===== config.mk =====
export PLATFORM = sky130hd
export DESIGN_NAME = selective_repeat_receiver
export DESIGN_NICKNAME = d
export VERILOG_FILES = /design/src/design/srr_pkg.sv /design/src/design/srr_slot_buf.sv /design/src/design/selective_repeat_receiver.sv
export VERILOG_INCLUDE_DIRS = /design/src /design/src/design
export SDC_FILE = /design/constraint.sdc
export NUM_CORES = 1
export LEC_CHECK = 0
export ABC_AREA = 1
export BUFFER_PORTS_ARGS = -buffer_cell sky130_fd_sc_hd__clkbuf_2
export CELL_PAD_IN_SITES_DETAIL_PLACEMENT = 0
export CELL_PAD_IN_SITES_GLOBAL_PLACEMENT = 2
export CORE_MARGIN = 2
export CORE_UTILIZATION = 42
export DETAILED_ROUTE_END_ITERATION = 8
export GPL_TIMING_DRIVEN = 0
export PLACE_DENSITY = 0.87
export SLEW_MARGIN = 30
export SYNTH_ARGS = -nofsm -noshare
export SYNTH_HDL_FRONTEND = slang
export SYNTH_SLANG_ARGS = --single-unit

===== constraint.sdc =====
create_clock -name clk -period 5.7 [get_ports clk]
set_input_delay 0.285 -clock clk [delete_from_list [all_inputs] [get_ports clk]]
set_output_delay 0.285 -clock clk [all_outputs]
set_load 0.005 [all_outputs]

===== src/design/selective_repeat_receiver_assert.svh =====
// Assertion macros for the selective-repeat receiver.
`ifndef SELECTIVE_REPEAT_RECEIVER_ASSERT_SVH
`define SELECTIVE_REPEAT_RECEIVER_ASSERT_SVH

`ifndef SYNTHESIS
// Property that must hold in every cycle out of reset.
`define SRR_ASSERT(lbl, prop) \
    lbl: assert property (@(posedge clk) disable iff (!rst_n) (prop)) \
        else $error("selective_repeat_receiver: assertion failed");
// Condition in one cycle implies a consequence in the next cycle.
`define SRR_ASSERT_NEXT(lbl, ante, cons) \
    lbl: assert property (@(posedge clk) disable iff (!rst_n) (ante) |=> (cons)) \
        else $error("selective_repeat_receiver: assertion failed");
`else
`define SRR_ASSERT(lbl, prop)
`define SRR_ASSERT_NEXT(lbl, ante, cons)
`endif

`endif


===== src/design/srr_pkg.sv =====
// Shared types and constants of the selective-repeat receiver.
`timescale 1ns / 1ps

package srr_pkg;

    // Reorder window depth; a power of two, the slot is the low bits of the sequence number.
    localparam int REORDER_DEPTH = 16;
    localparam int SLOT_W        = $clog2(REORDER_DEPTH);
    localparam int PAYLOAD_WIDTH = 32;
    localparam int SEQ_W         = 16;

    typedef logic [SEQ_W-1:0]         seq_t;
    typedef logic [SLOT_W-1:0]        slot_t;
    typedef logic [REORDER_DEPTH-1:0] slot_vec_t;
    typedef logic [PAYLOAD_WIDTH-1:0] pay_t;

    typedef struct packed {
        logic [15:0] seq_num;
        logic        checksum_ok;
        logic [31:0] payload;
    } pkt_t;

    typedef struct packed {
        logic        is_delivery;
        logic [15:0] seq_out;
        logic        ack_ok;
        logic        duplicate;
        logic        out_of_window;
        logic [31:0] data_out;
        logic        transfer_done;
        logic        last;
    } res_t;

    // Slot buffer control from the sequencer.
    typedef struct packed {
        logic  wr_en;
        slot_t wr_addr;
        logic  clr_en;
        slot_t clr_addr;
        logic  rd_en;
        slot_t rd_addr;
    } buf_ctrl_t;

endpackage


===== src/design/srr_slot_buf.sv =====
// Reorder slot store: valid flags in flops, payload words in a small memory.
`timescale 1ns / 1ps

module srr_slot_buf (
    input  logic              clk,
    input  logic              rst_n,
    input  srr_pkg::buf_ctrl_t ctrl,
    input  srr_pkg::pay_t     wr_data,
    output srr_pkg::slot_vec_t valid,
    output srr_pkg::pay_t     rd_data
);

    srr_pkg::slot_vec_t valid_reg;
    srr_pkg::slot_vec_t valid_next;
    srr_pkg::pay_t      mem [srr_pkg::REORDER_DEPTH];
    srr_pkg::pay_t      rd_data_reg;

    always_comb
    begin
        valid_next = valid_reg;
        if (ctrl.clr_en)
        begin
            valid_next[ctrl.clr_addr] = 1'b0;
        end
        if (ctrl.wr_en)
        begin
            valid_next[ctrl.wr_addr] = 1'b1;
        end
    end

    always_ff @(posedge clk or negedge rst_n)
    begin
        if (!rst_n)
        begin
            valid_reg <= '0;
        end
        else
        begin
            valid_reg <= valid_next;
        end
    end

    // Payload memory: one write port, one registered read port.
    always_ff @(posedge clk)
    begin
        if (ctrl.wr_en)
        begin
            mem[ctrl.wr_addr] <= wr_data;
        end
        if (ctrl.rd_en)
        begin
            rd_data_reg <= mem[ctrl.rd_addr];
        end
    end

    assign valid   = valid_reg;
    assign rd_data = rd_data_reg;

endmodule


===== src/design/selective_repeat_receiver.sv =====
// Top level of the selective-repeat receiver: sequencer, result register, config.
`timescale 1ns / 1ps
`include "selective_repeat_receiver_assert.svh"

// Selective-repeat receiver. Each packet request yields one acknowledgement
// result (sequence number, checksum status, duplicate and out-of-window flags),
// followed by in-order deliveries of the contiguous held payloads from the
// expected sequence number onward; last marks the final result of a packet.
// Sequence 0 is the header: acknowledged, advances the expected number, and
// releases anything already held. Packets beyond the 16-slot reorder window
// are flagged and dropped. Timing: the acknowledgement is loaded the cycle the
// packet is taken; each delivery then takes a registered payload memory read
// (S_READ) and then a result load (S_EMIT), which waits while the result side
// stalls; a packet has up to 16 deliveries. The next packet is taken once the
// sequencer is idle and the result register is free. total_packets is written
// through the cfg port while idle; transfer_done reports expected number ==
// total_packets.
module selective_repeat_receiver (
    input  logic          clk,
    input  logic          rst_n,
    input  logic          pkt_valid,
    output logic          pkt_stall,
    input  srr_pkg::pkt_t pkt,
    output logic          res_valid,
    input  logic          res_stall,
    output srr_pkg::res_t res,
    input  logic          cfg_valid,
    output logic          cfg_ready,
    input  logic [15:0]   cfg_data
);

    // sequencer states
    localparam logic [1:0] S_IDLE = 2'd0;  // waiting for a packet
    localparam logic [1:0] S_READ = 2'd1;  // payload read of the expected slot
    localparam logic [1:0] S_EMIT = 2'd2;  // delivery result load

    localparam logic [srr_pkg::SLOT_W:0] WIN = (srr_pkg::SLOT_W + 1)'(srr_pkg::REORDER_DEPTH);

    logic [1:0]          state_reg, state_next;
    srr_pkg::seq_t       exp_reg, exp_next;
    logic [15:0]         total_reg;
    logic                res_valid_reg, res_valid_next;
    srr_pkg::res_t       res_reg, res_next;

    srr_pkg::buf_ctrl_t  bctl;
    srr_pkg::slot_vec_t  slot_valid;
    srr_pkg::pay_t       rd_data;

    logic                res_free;
    logic                pkt_acc;

    // acknowledgement decode
    srr_pkg::seq_t       diff;
    srr_pkg::slot_t      pkt_slot;
    logic                below, in_win, dup, oow, take, hdr, drain;
    srr_pkg::seq_t       exp_ack;
    srr_pkg::slot_vec_t  valid_ack;

    // delivery step
    srr_pkg::slot_t      exp_slot;
    srr_pkg::seq_t       exp_inc;
    srr_pkg::slot_vec_t  valid_dlv;
    logic                more;

    srr_slot_buf u_buf (
        .clk     (clk),
        .rst_n   (rst_n),
        .ctrl    (bctl),
        .wr_data (srr_pkg::pay_t'(pkt.payload)),
        .valid   (slot_valid),
        .rd_data (rd_data)
    );

    assign res_free  = !res_valid_reg || !res_stall;
    assign pkt_stall = !((state_reg == S_IDLE) && res_free);
    assign pkt_acc   = pkt_valid && !pkt_stall;
    assign cfg_ready = (state_reg == S_IDLE);

    // Window classification of the arriving packet.
    always_comb
    begin
        below     = pkt.seq_num < exp_reg;
        diff      = pkt.seq_num - exp_reg;
        in_win    = !below &&
                    ({1'b0, diff[srr_pkg::SEQ_W-1:0]} <
                     {{(srr_pkg::SEQ_W - srr_pkg::SLOT_W){1'b0}}, WIN});
        pkt_slot  = pkt.seq_num[srr_pkg::SLOT_W-1:0];
        dup       = below || (in_win && slot_valid[pkt_slot]);
        oow       = !below && !in_win;
        take      = pkt.checksum_ok && !dup && !oow;
        hdr       = (pkt.seq_num == '0);
        exp_ack   = (take && hdr) ? exp_reg + 1'b1 : exp_reg;
        valid_ack = slot_valid;
        if (take && !hdr)
        begin
            valid_ack[pkt_slot] = 1'b1;
        end
        drain     = take && valid_ack[exp_ack[srr_pkg::SLOT_W-1:0]];
    end

    // Next-slot lookahead for a delivery.
    always_comb
    begin
        exp_slot            = exp_reg[srr_pkg::SLOT_W-1:0];
        exp_inc             = exp_reg + 1'b1;
        valid_dlv           = slot_valid;
        valid_dlv[exp_slot] = 1'b0;
        more                = valid_dlv[exp_inc[srr_pkg::SLOT_W-1:0]];
    end

    // Sequencer
    always_comb
    begin
        state_next     = state_reg;
        exp_next       = exp_reg;
        res_valid_next = res_valid_reg && res_stall;
        res_next       = res_reg;

        bctl           = '0;
        bctl.wr_addr   = pkt_slot;
        bctl.clr_addr  = exp_slot;
        bctl.rd_addr   = exp_slot;

        unique case (state_reg)
            S_IDLE:
            begin
                if (pkt_acc)
                begin
                    res_next.is_delivery   = 1'b0;
                    res_next.seq_out       = pkt.seq_num;
                    res_next.ack_ok        = pkt.checksum_ok;
                    res_next.duplicate     = dup;
                    res_next.out_of_window = oow;
                    res_next.data_out      = '0;
                    res_next.transfer_done = (exp_reg == total_reg);
                    res_next.last          = !drain;
                    res_valid_next         = 1'b1;
                    bctl.wr_en             = take && !hdr;
                    exp_next               = exp_ack;
                    if (drain)
                    begin
                        state_next = S_READ;
                    end
                end
            end
            S_READ:
            begin
                bctl.rd_en = 1'b1;
                state_next = S_EMIT;
            end
            S_EMIT:
            begin
                if (res_free)
                begin
                    res_next.is_delivery   = 1'b1;
                    res_next.seq_out       = exp_reg;
                    res_next.ack_ok        = 1'b0;
                    res_next.duplicate     = 1'b0;
                    res_next.out_of_window = 1'b0;
                    res_next.data_out      = 32'(rd_data);
                    res_next.transfer_done = (exp_inc == total_reg);
                    res_next.last          = !more;
                    res_valid_next         = 1'b1;
                    bctl.clr_en            = 1'b1;
                    exp_next               = exp_inc;
                    state_next             = more ? S_READ : S_IDLE;
                end
            end
            default:
            begin
                state_next = S_IDLE;
            end
        endcase
    end

    always_ff @(posedge clk or negedge rst_n)
    begin
        if (!rst_n)
        begin
            state_reg     <= S_IDLE;
            exp_reg       <= '0;
            total_reg     <= 16'd1;
            res_valid_reg <= 1'b0;
        end
        else
        begin
            state_reg     <= state_next;
            exp_reg       <= exp_next;
            res_valid_reg <= res_valid_next;
            if (cfg_valid && cfg_ready)
            begin
                total_reg <= cfg_data;
            end
        end
    end

    // result payload, no reset needed
    always_ff @(posedge clk)
    begin
        res_reg <= res_next;
    end

    assign res_valid = res_valid_reg;
    assign res       = res_reg;

    // An accepted packet puts its acknowledgement up next cycle.
    `SRR_ASSERT_NEXT(a_ack_follows, pkt_valid && !pkt_stall, res_valid && !res.is_delivery)
    // No new packet while results of the previous one are still pending.
    `SRR_ASSERT(a_no_overlap, !(res_valid && !res.last && !pkt_stall))
    // A delivery load carries the expected number it consumed.
    `SRR_ASSERT_NEXT(a_dlv_seq, state_reg == S_EMIT && res_free,
                     res_valid && res.is_delivery && res.seq_out == $past(exp_reg))

endmodule


==> impl_metrics.toml <==
[global_route]
gr-total-overflow = 0
grt_pass1_vias = 19000
grt_max_degree = 52
grtUsageTotal_pct = 23.9
antenna_found_initial = 0
grt_pass1_wl_mm = 119

[clock_network]
cts_buffers = 71
cts_hold_buf = 23
cts_tree = "yes"
clk_pin_slew_ns = 0.06
cts_root_buffer = "clkbuf_16"
post_cts.repair.setup_buffers = 0
ctsResizeCount = 0
htree_num_levels = 3
cts_sinks = 649
clock_path_buffers = 3
clk_latency_ns = 0.62

[yosys]
syn_avg_cell_area_um2 = 11.7
synth-compound-area-share_pct = 10.0
synth_edf_count = 598
yosys.area_share.simple_pct = 13.3
synth-xor-area-share_pct = 0.771
syn_inst = 2329
yosysUniqueCellTypes = 47
ys_seq_area_share_pct = 70.6
synth_top_family_by_area = "simple AND/OR/NAND/NOR gates"
syn-num-nets = 2418
ys_ff_latch = 649
synth_async_sr_flop_share_pct = 7.86
synthAdderAreaFrac_pct = 0.872
syn_area_um2 = 27200
synth_warnings = 0
synthMuxAreaShare_pct = 0.620
ys.flop_type = "edfxtp_1"

[timing]
max_freq_mhz = 190
relSlewSlack_pct = 27.5
finalSetupTns_ns = 0
slew_violations = 0
fin_crit_ns = 5.28
fin_crit_sh_pct = 92.5
fin_skew_ns = 0.0410
grt_setup_unrepaired = "false"
hold_violations = 0
setup_viol = 0
tightest_slew_ns = 1.08

[placement]
hpwlAfterDp_mm = 55.7
dp.cells = 3349
io_buffer_count = 126
globalplace.congestion = 0.868

[layout]
antenna_cells = 0
layout_common_cells = "edfxtp_1, nor2_1, nand2_1"
finalNetCount = 2679
final_common_cell = "edfxtp_1"
layoutNonFillerInstCount = 3496
largest_reg_flops = 512
syn2layout_area_growth_pct = 19.0
drive_gt1_share_pct = 13.1

[drt]
dr.pass1.iters = 6
routed_wl_mm = 80.0
via_per_inst = 5.53
ant_nets = 0
drt_iter0_markers = 2041
avgRoutedWirePerCell_um = 22.9
drc = 0
vias = 19300

[worst_setup_path]
path_max_fanout = 12
ff2ff_path_depth = 24
r2r_start = "exp_reg[1]"
start_kind = "register"
rrSetupSlack_ns = 0.42
required_ns = 6.02
endpoint_kind = "register"
arrival_ns = 5.60
timing.rr.end = "u_buf.mem[15][16]"
critPathKind = "reg -> reg"

[pwr]
powerDensity_nw_per_um2 = 436
switchingPower_w = 0.00480
power_frac_comb_pct = 27.6
seqPwrFrac_pct = 41.5
p_int_w = 0.00934
p_leak_nw = 11.9
clock_power_share_pct = 30.9
swShare_pct = 33.9
ir_drop_mv = 0.261

[floorplan]
io_pins = 127
dieHeight_um = 259
core-area_um2 = 64300
rows = 93
design.die.area_um2 = 66900
initial_core_util_pct = 42.3
die_x_um = 259

[worst_hold_path]
hp-class = "in -> reg"
hold-path-endpoint = "res[43]"
hold_depth = 3
min_from = "pkt[39]"

[outcome]
status = "finished clean"

[job]
drv_cap = 0
critical path, stage by stage, from the launching register on:
cell      delay (ns)
dfrtp_1         0.52
inv_1           0.45
clkbuf_1        0.52
clkbuf_1        0.73
ha_1            0.39
nand2_1         0.08
inv_1           0.04
nand2_1         0.05
nand2_1         0.08
nand2_1         0.10
nand2_2         0.08
nand2_1         0.11
nand3_1         0.08
nand2_1         0.07
nand2_1         0.06
nor2_2          0.14
nand3_4         0.14
nor2_8          0.17
buf_6           0.16
nand3_1         0.08
nor3_2          0.12
buf_4           0.22
buf_4           0.20
buf_4           0.19
buf_4           0.17
how the worst max path moves through the flow:
stage / slack (ns) / start / to
2_1_floorplan: 0.40 / exp_reg[1] / u_buf.mem[15][0]
3_3_place_gp: -3.69 / exp_reg[1] / u_buf.mem[15][17]
3_5_place_dp: 0.46 / exp_reg[1] / u_buf.mem[15][16]
4_1_cts: 0.43 / exp_reg[1] / u_buf.mem[15][16]
5_1_grt: 0.10 / exp_reg[1] / res[0]
6_report: 0.42 / exp_reg[1] / u_buf.mem[15][16]
cells by family (layout without fill, tap and decap cells):
group           Yosys count  in the layout
simple gates            851            851
flops                   649            649
compound gates          499            499
buf+inv                 272            584
xor+xnor                 24             24
fa+ha+maj                19             19
mux                      15             15
routing by layer:
layer  vias up  share of wire, %  routed length [um]  GRT usage [%]
met5         -                 0                   0              0
met1      9437                40               32200           31.5
li1       8839                 -                   -              -
met4         0               3.3                2660           9.46
met2       891                48               38800           39.9
met3       156               7.9                6360           3.43
power by group through the flow:
stage	Sequential, W	Clock [W]	Combinational [W]
2_1_floorplan	0.00597	0	0.00215
3_3_place_gp	0.00598	0	0.00374
6_report	0.00587	0.00438	0.00390
3_5_place_dp	0.00597	0	0.00386
5_1_grt	0.00591	0.00462	0.00426
4_1_cts	0.00587	0.00443	0.00390
Yosys cell counts, types with 24 or more instances:
library cell	number	area, um^2
inv_1	144	541
nand3_1	61	305
nor2_1	354	1330
o21ai_0	310	1550
dfrtp_1	50	1250
clkbuf_1	110	413
edfxtp_1	598	18000
a21oi_1	24	120
nand2_1	329	1230
o22ai_1	131	820
nand4_1	55	344
stage by stage:
stage	setup slack [ns]	total power, W	hold slack [ns]	utilization, %	cell area, um^2
2_1_floorplan	0.404	0.00812	-0.0106	-	27200
3_3_place_gp	-3.69	0.00972	0.489	45.0	29000
3_5_place_dp	0.456	0.00983	0.423	46.6	30000
4_1_cts	0.432	0.0142	0.00353	50.4	32400
5_1_grt	0.102	0.0148	0.0446	50.4	32400
6_report	0.425	0.0141	0.0389	50.4	32400
area by class of cell:
cell class / count / area [um^2]
clock buffer: 87 / 1860
clock inverter: 37 / 334
fill: 5641 / 31900
multi-input combinational: 1408 / 7120
timing repair buffer: 188 / 1780
buffer: 119 / 458
inverter: 153 / 574
tap: 855 / 1070
sequential: 649 / 19200
No activity file was read; power rests on OpenSTA's default activity.
